`src/hdl/supersampled_triangle_coverage_assert.svh`:
```
// assertion macros used by the triangle coverage cell module
`ifndef SUPERSAMPLED_TRIANGLE_COVERAGE_ASSERT_SVH
`define SUPERSAMPLED_TRIANGLE_COVERAGE_ASSERT_SVH

`ifndef SYNTHESIS

`define SSTC_ASSERT(lbl, clk, rst_n, prop) \
  lbl: assert property (@(posedge clk) disable iff (!rst_n) prop) \
    else $error("sstc assertion failed");

`define SSTC_ASSERT_ALWAYS(lbl, clk, prop) \
  lbl: assert property (@(posedge clk) prop) \
    else $error("sstc assertion failed");

`else

`define SSTC_ASSERT(lbl, clk, rst_n, prop)

`define SSTC_ASSERT_ALWAYS(lbl, clk, prop)

`endif

`endif

```
`src/hdl/sstc_pkg.sv`:
```
// shared types and constants of the supersampled triangle coverage block
package sstc_pkg;

  localparam int PIX_W      = 5;
  localparam int SIDE_W     = 6;
  localparam int DIR_W      = 2;
  localparam int ALPHA_W    = 8;
  localparam int COUNT_W    = 5;
  localparam int CFG_IDX_W  = 2;
  localparam int CFG_DATA_W = 6;

  localparam int DEF_MAX_SIDE    = 32;
  localparam int DEF_SUBSAMPLES  = 4;

  localparam logic [SIDE_W-1:0] BOX_WIDTH_RST  = 6'd16;
  localparam logic [SIDE_W-1:0] BOX_HEIGHT_RST = 6'd16;

  typedef enum logic [DIR_W-1:0] {
    DIR_DOWN  = 2'd0,
    DIR_RIGHT = 2'd1,
    DIR_UP    = 2'd2
  } dir_t;

  typedef enum logic [CFG_IDX_W-1:0] {
    CFG_BOX_WIDTH  = 2'd0,
    CFG_BOX_HEIGHT = 2'd1,
    CFG_DIRECTION  = 2'd2
  } cfg_idx_t;

  typedef struct packed {
    logic [SIDE_W-1:0] w;
    logic [SIDE_W-1:0] h;
    logic [DIR_W-1:0]  dir;
  } shape_t;

  typedef struct packed {
    logic [PIX_W-1:0] pixel_x;
    logic [PIX_W-1:0] pixel_y;
    logic             outside;
  } beat_t;

endpackage

```
`src/hdl/sstc_cell.sv`:
```
// one subsample cell: tests its sample point and adds the hit to the running count
`include "supersampled_triangle_coverage_assert.svh"

module sstc_cell
  import sstc_pkg::*;
#(
  parameter int S     = DEF_SUBSAMPLES,
  parameter int SX    = 0,
  parameter int SY    = 0,
  parameter int CNT_W = 5
) (
  input  logic             clk,
  input  logic             rst_n,
  input  shape_t           shape,
  input  logic             up_valid,
  output logic             up_ready,
  input  beat_t            up_beat,
  input  logic [CNT_W-1:0] up_count,
  output logic             dn_valid,
  input  logic             dn_ready,
  output beat_t            dn_beat,
  output logic [CNT_W-1:0] dn_count
);

  localparam int K   = 2 * S;
  localparam int MW  = $clog2(K) + 8;
  localparam int PW  = MW + SIDE_W;
  localparam int IDX = SY * S + SX;

  logic             valid_r;
  beat_t            beat_r;
  logic [CNT_W-1:0] count_r;
  logic [CNT_W-1:0] count_nxt;

  logic [MW-1:0]     xs, ys, kw, kh;
  logic [MW-1:0]     pos, other, kpos, kother;
  logic [MW-1:0]     pos2, diff, rhs_base;
  logic [SIDE_W-1:0] ext_pos, ext_other;
  logic              base_ok;
  logic [PW-1:0]     lhs, rhs;
  logic              hit;

  always_comb begin
    xs = MW'(K * int'(up_beat.pixel_x) + 2 * SX + 1);
    ys = MW'(K * int'(up_beat.pixel_y) + 2 * SY + 1);
    kw = MW'(K * int'(shape.w));
    kh = MW'(K * int'(shape.h));
    if (shape.dir == DIR_RIGHT) begin
      pos       = ys;
      kpos      = kh;
      ext_pos   = shape.h;
      other     = xs;
      kother    = kw;
      ext_other = shape.w;
    end else begin
      pos       = xs;
      kpos      = kw;
      ext_pos   = shape.w;
      other     = ys;
      kother    = kh;
      ext_other = shape.h;
    end
    pos2 = {pos[MW-2:0], 1'b0};
    diff = (pos2 >= kpos) ? (pos2 - kpos) : (kpos - pos2);
    base_ok = (other <= kother);
    if (shape.dir == DIR_UP) begin
      rhs_base = other;
    end else begin
      rhs_base = kother - other;
    end
    lhs = PW'(diff) * PW'(ext_other);
    rhs = PW'(rhs_base) * PW'(ext_pos);
    hit = base_ok && (lhs <= rhs) && !up_beat.outside;
    count_nxt = up_count + CNT_W'(hit);
  end

  assign up_ready = !valid_r || dn_ready;

  always_ff @(posedge clk) begin
    if (!rst_n) begin
      valid_r <= 1'b0;
    end else if (up_ready) begin
      valid_r <= up_valid;
    end
  end

  always_ff @(posedge clk) begin
    if (up_ready && up_valid) begin
      beat_r  <= up_beat;
      count_r <= count_nxt;
    end
  end

  assign dn_valid = valid_r;
  assign dn_beat  = beat_r;
  assign dn_count = count_r;

  `SSTC_ASSERT(a_stall_holds, clk, rst_n,
    valid_r && !dn_ready |=> valid_r && $stable(count_r) && $stable(beat_r))
  `SSTC_ASSERT(a_count_bound, clk, rst_n, valid_r |-> count_r <= CNT_W'(IDX + 1))
  `SSTC_ASSERT(a_outside_zero, clk, rst_n, valid_r && beat_r.outside |-> count_r == '0)

endmodule

```
`config.mk`:
```
export PLATFORM = sky130hd
export DESIGN_NAME = sstc_cell
export DESIGN_NICKNAME = d
export VERILOG_FILES = /design/src/hdl/sstc_pkg.sv /design/src/hdl/sstc_cell.sv
export VERILOG_INCLUDE_DIRS = /design/src /design/src/hdl
export SDC_FILE = /design/constraint.sdc
export NUM_CORES = 1
export LEC_CHECK = 0
export BUFFER_PORTS_ARGS = -buffer_cell sky130_fd_sc_hd__buf_2
export CORE_MARGIN = 4
export CORE_UTILIZATION = 54
export CTS_CLUSTER_SIZE = 24
export DETAILED_ROUTE_END_ITERATION = 6
export GPL_TIMING_DRIVEN = 0
export MAX_ROUTING_LAYER = met4
export PLACE_DENSITY = 0.84
export SYNTH_ARGS = -nofsm -noshare
export SYNTH_HDL_FRONTEND = slang
export SYNTH_SLANG_ARGS = --single-unit
```
`constraint.sdc`:
```
create_clock -name clk -period 8.86 [get_ports clk]
set_input_delay 0.886 -clock clk [delete_from_list [all_inputs] [get_ports clk]]
set_output_delay 0.886 -clock clk [all_outputs]
set_load 0.02 [all_outputs]
```
==> results of run 1 <==
[final cells by class]
| cell class | instances | area, µm² | area share (%) |
|---|---|---|---|
| sequential | 17 | 500 | 7.34 |
| multi-input combinational | 540 | 5100 | 74.7 |
| tap | 136 | 170 | 2.49 |
| inverter | 132 | 495 | 7.26 |
| buffer | 7 | 73.8 | 1.08 |
| clock buffer | 4 | 45.0 | 0.660 |
| timing repair buffer | 72 | 438 | 6.42 |
[metal layers]
layer,up-vias,part of all wire (%),track usage (%),routed length [µm]
met1,2546,39,29.1,5970
met2,329,46,38.8,7170
li1,2470,-,-,-
met5,-,0,-,0
met4,0,4.9,9.46,751
met3,84,10,3.77,1550
[cells in the mapped netlist (all sizes together), types with 3 or more instances]
library cell and instances:
nor2b 12, edfxtp 16, inv 132, o211ai 9, clkbuf 7, nor4 3
xnor2 21, o21bai 5, mux2i 22, nand3 16, and3 7, a21oi 26
ha 82, o21ai 24, a211oi 4, a21o 13, buf 4, xor2 9
nor2 84, nor3 14, fa 71, or2 3, or3 4, a31oi 8
nand2 38, nand4 3, o41ai 4, nand2b 22, and2 8, mux2 3
[per-stage QoR]
stage / setup TNS (ns) / cells / area (µm²) / util [%]
2_1_floorplan: 0 / 700 / 5840 / -
3_3_place_gp: -5.96 / 887 / 6270 / 60.2
3_5_place_dp: -6.17 / 887 / 6270 / 60.2
4_1_cts: 0 / 894 / 6480 / 62.2
5_1_grt: -0.108 / 908 / 6820 / 65.5
6_report: 0 / 908 / 6820 / 65.5
[critical path: cells and delay by family]
kind / cells / cell delay (ns)
AOI/OAI and AO/OA: 9 / 1.40
xor gates and xnor gates: 1 / 0.14
adders and majority gates: 8 / 2.77
and+or+nand+nor: 8 / 2.31
buffers and inverters: 6 / 0.69
muxes: 1 / 0.40
[what timing repair did]
item	4_1_cts	5_1_grt
endpoints found under the hold margin	0	0
buffers inserted	5	16
pin swaps	1	10
gates resized for setup	29	49
endpoints found under the setup margin	5	5
hold buffers	0	0
[sequential cells by signal, indices dropped and copies added, names as in the netlist]
| name | flops |
|---|---|
| dn_count | 5 |
| dn_valid | 1 |
| dn_beat | 11 |
[path summary, 6_finish.rpt]
path                                     to  cells after the start     start  slack (ns)
worst max register to register   dn_beat[8]                      2  dn_valid        7.52
worst max-delay path            dn_count[4]                     33  shape[1]        0.23
worst min-delay path               dn_valid                      2  dn_valid        0.56
worst min register to register     dn_valid                      2  dn_valid        0.56
[kinds of logic (layout without fill, tap and decap cells)]
family	after synthesis	after routing	synth area share, %
flops	17	17	8.57
compound gates	112	112	12.9
simple gates	220	220	18.3
fa+ha+maj	153	153	41.9
mux	25	25	4.35
buf+inv	143	215	9.49
xor+xnor	30	30	4.50
[cell usage in the layout (no fill, tap or decap), types with 4 or more instances in the layout]
master,instances
nor3_1,13
nor2_1,81
nand3_1,16
ha_2,4
buf_2,52
o21bai_1,5
and2_1,8
nand2b_1,21
o211ai_1,8
and3_1,7
nor2b_1,9
or3_1,4
a21oi_1,22
fa_1,71
a21oi_2,4
edfxtp_1,16
o21ai_1,6
a31oi_1,7
mux2i_4,9
mux2i_1,10
xnor2_1,19
xor2_1,9
inv_1,130
o21ai_0,15
ha_1,75
buf_4,19
nand2_1,38
a21o_1,12
==> results.sh, run 1 <==
export IMPL_antenna_left=0
export IMPL_chipWidth_um=112
export IMPL_antenna_found_initial=0
export IMPL_gp_congestion=0.965
export IMPL_dr_pass1_iters=7
export IMPL_cp_common_cell="ha_1"
export IMPL_yosysTopAreaCell="fa_1"
export IMPL_ioPinCount=52
export IMPL_start_util_pct=56.1
export IMPL_grt_start_max_net_pins=17
export IMPL_htree_levels=1
export IMPL_syn_avg_cell_area_um2=8.35
export IMPL_finalHoldViolCount=0
export IMPL_status="finished, final reports clean"
export IMPL_die_y_um=112
export IMPL_clockBufferDepth=2
export IMPL_async_flop_share_pct=0
export IMPL_grt_pass1_wl_mm=24.2
export IMPL_finalSetupViolCount=0
export IMPL_cts_root_buf="clkbuf_8"
export IMPL_clock_skew_ns=0.00118
export IMPL_cp_start_kind="input pin"
export IMPL_whs_ns=0.564
export IMPL_fin_nets=960
export IMPL_place_ws_ns=-1.42
export IMPL_core_mm2=0.0104
export IMPL_cap_violations=0
export IMPL_synth_cell_types=55
export IMPL_synth_top_area_share_pct=24.3
export IMPL_ys_flop_type="edfxtp_1"
export IMPL_grt_use_total_pct=23.5
export IMPL_layout_min_cycle_time_ns=8.63
export IMPL_setup_ws_ns=0.233
export IMPL_initialDrtViolationCount=336
export IMPL_drc=0
export IMPL_portBuffers=51
export IMPL_slew_headroom_pct=33.3
export IMPL_synth_warnings=0
export IMPL_finalMaxSlewViolations=0
export IMPL_hpwl_mm=11.8
export IMPL_synth_seq_area_share_pct=8.57
export IMPL_postSynthCellCount=700
export IMPL_path_clk_slew_ns=0.06
export IMPL_synth_seq_cells=17
export IMPL_cts_inserted_buffers=3
export IMPL_fmax_mhz=116
export IMPL_critPathKind="input pin to flip-flop"
export IMPL_syn_num_nets=887
export IMPL_tritoncts="done"
export IMPL_grt_pass1_vias=5215
export IMPL_synthTopCellsByArea="fa_1, ha_1, inv_1"
export IMPL_cp_required_ns=8.85
export IMPL_slowest_delay_ns=0.62
export IMPL_worst_pin_slew_ns=0.991
export IMPL_timing_final_crit_share_pct=97.4
export IMPL_area_growth_synth_to_final_pct=16.7
export IMPL_clock_sinks=17
export IMPL_grt_overflow_total=0
export IMPL_fill_cells=817
export IMPL_wl_per_cell_um=17.0
export IMPL_min_path_type="flip-flop to flip-flop"
export IMPL_rows=37
export IMPL_cp_end_kind="flip-flop"
export IMPL_drive_above_1_share_pct=17.9
export IMPL_vias=5429
export IMPL_synth_edf_count=16
export IMPL_critPathMaxFanout=10
export IMPL_slowest_stage="or4b_2"
export IMPL_wirelength_mm=15.4
export IMPL_clk_latency_ns=0.24
export IMPL_cp_arrival_ns=8.62
export IMPL_vias_per_cell=5.98
export IMPL_dieArea_mm2=0.0125
export IMPL_antenna_cells=0
export IMPL_syn_area_mm2=0.00584
Power of run 1 is left out: the tool's default activity adds up to more than one toggle a clock period on the data nets, which glitch-free logic cannot reach.
==> run 2: changes to the inputs <==
--- a/config.mk
+++ b/config.mk
@@ -8,12 +8,12 @@
 export LEC_CHECK = 0
 export BUFFER_PORTS_ARGS = -buffer_cell sky130_fd_sc_hd__buf_2
 export CORE_MARGIN = 4
-export CORE_UTILIZATION = 54
+export CORE_UTILIZATION = 38
 export CTS_CLUSTER_SIZE = 24
 export DETAILED_ROUTE_END_ITERATION = 6
 export GPL_TIMING_DRIVEN = 0
 export MAX_ROUTING_LAYER = met4
-export PLACE_DENSITY = 0.84
+export PLACE_DENSITY = 0.65
 export SYNTH_ARGS = -nofsm -noshare
 export SYNTH_HDL_FRONTEND = slang
 export SYNTH_SLANG_ARGS = --single-unit
==> run 2 against run 1 <==
Effect of this change:
- fmax grew 1.2%
- global-route usage shrank 5.8 points
- die area rose by 39%
- routed wire length shrank 0.36%
- sequential cell count is the same
- count of clock-buffer cells in the layout stayed put
==> results.sh, run 2 (synthesis gave the netlist of run 1 again) <==
export IMPL_status="finished, final reports clean"
export IMPL_setup_tns_ns=0
export IMPL_timing_final_crit_share_pct=96.2
export IMPL_stdcell_area_mm2=0.00689
export IMPL_slew_headroom_pct=44.3
export IMPL_cap_violations=0
export IMPL_drive_above_1_share_pct=17.4
export IMPL_gp_congestion=0.909
export IMPL_critPathMaxFanout=10
export IMPL_cts_inserted_buffers=3
export IMPL_cp_start_kind="input pin"
export IMPL_layout_min_cycle_time_ns=8.53
export IMPL_finalHoldViolCount=0
export IMPL_slowest_delay_ns=0.55
export IMPL_rows=45
export IMPL_clk_latency_ns=0.25
export IMPL_grt_pass1_vias=5040
export IMPL_cp_arrival_ns=8.53
export IMPL_slowest_stage="fa_1"
export IMPL_finalMaxSlewViolations=0
export IMPL_cts_root_buf="clkbuf_16"
export IMPL_final_common_cell="inv_1"
export IMPL_ioPinCount=52
export IMPL_grt_start_max_net_pins=17
export IMPL_fmax_mhz=117
export IMPL_dieArea_mm2=0.0174
export IMPL_clock_sinks=17
export IMPL_path_clk_slew_ns=0.05
export IMPL_min_path_type="flip-flop to flip-flop"
export IMPL_antenna_left=0
export IMPL_chipWidth_um=132
export IMPL_vias=5088
export IMPL_wirelength_mm=15.4
export IMPL_finalSetupViolCount=0
export IMPL_vias_per_cell=5.34
export IMPL_htree_levels=1
export IMPL_antenna_found_initial=0
export IMPL_cts_hold_buffers=0
export IMPL_final_cell_mix="inv_1, nor2_1, ha_1"
export IMPL_hpwl_mm=12.5
export IMPL_die_y_um=132
export IMPL_grt_pass1_wl_mm=25.0
export IMPL_core_mm2=0.0151
export IMPL_cp_end_kind="flip-flop"
export IMPL_worst_pin_slew_ns=0.826
export IMPL_cp_required_ns=8.86
export IMPL_dr_pass1_iters=5
export IMPL_antenna_cells=0
export IMPL_portBuffers=51
export IMPL_fin_nets=953
export IMPL_cp_common_cell="fa_1"
export IMPL_wl_per_cell_um=16.2
export IMPL_initialDrtViolationCount=356
export IMPL_area_growth_synth_to_final_pct=18.0
export IMPL_critPathKind="input pin to flip-flop"
export IMPL_clockBufferDepth=2
export IMPL_largest_register_ffs=11
export IMPL_place_area_mm2=0.00633
export IMPL_clock_skew_ns=0.00293
export IMPL_grt_overflow_total=0
export IMPL_drc=0
export IMPL_start_util_pct=38.6
export IMPL_grt_use_total_pct=17.7
export IMPL_tritoncts="done"
-- run 2: per-layer routing --
metal | track usage, % | vias to the layer above | part of all wire, %
li1 | - | 2457 | -
met1 | 23.1 | 2412 | 45
met2 | 29.4 | 191 | 48
met3 | 1.64 | 28 | 5.3
met4 | 5.25 | 0 | 2.3
met5 | - | - | 0
-- run 2: final timing paths --
kind / start / end / slack [ns] / cells past startpoint
worst max register to register: dn_valid / dn_beat[6] / 7.48 / 2
worst min-delay path: dn_valid / dn_valid / 0.55 / 2
worst max-delay path: shape[0] / dn_count[4] / 0.33 / 38
worst min register to register: dn_valid / dn_valid / 0.55 / 2
-- run 2: final cells by class --
class                           count  area (µm²)
Sequential cell                    17         500
Inverter                          132         498
Buffer                              7        76.3
Tap cell                          188         235
Timing Repair Buffer               65         360
Fill cell                        1458        8250
Clock buffer                        4        78.8
Multi-Input combinational cell    540        5140
-- run 2: critical path, delay by kind of cell --
kind,cells,cell delay (ns)
xor gates and xnor gates,2,0.25
adders and majority gates,9,3.14
and+or+nand+nor,10,1.58
buffers and inverters,7,0.78
AOI/OAI and AO/OA,8,1.36
muxes,2,0.51
-- run 2: repair_timing --
item	4_1_cts	5_1_grt
resized for setup	31	55
setup buffers	4	10
pin swaps	2	6
endpoints found under the setup margin	5	5
-- run 2: metrics by stage --
stage	instances	worst slack, ns	hold WS, ns	util, %
after floorplan	700	0.336	0.750	-
after global placement	939	-1.51	0.535	41.8
after detailed placement	939	-1.57	0.544	41.8
after CTS	944	0.00333	0.551	43.5
after global routing	953	-0.0338	0.604	45.5
final	953	0.335	0.553	45.5
Power of run 2 is left out for the same reason.
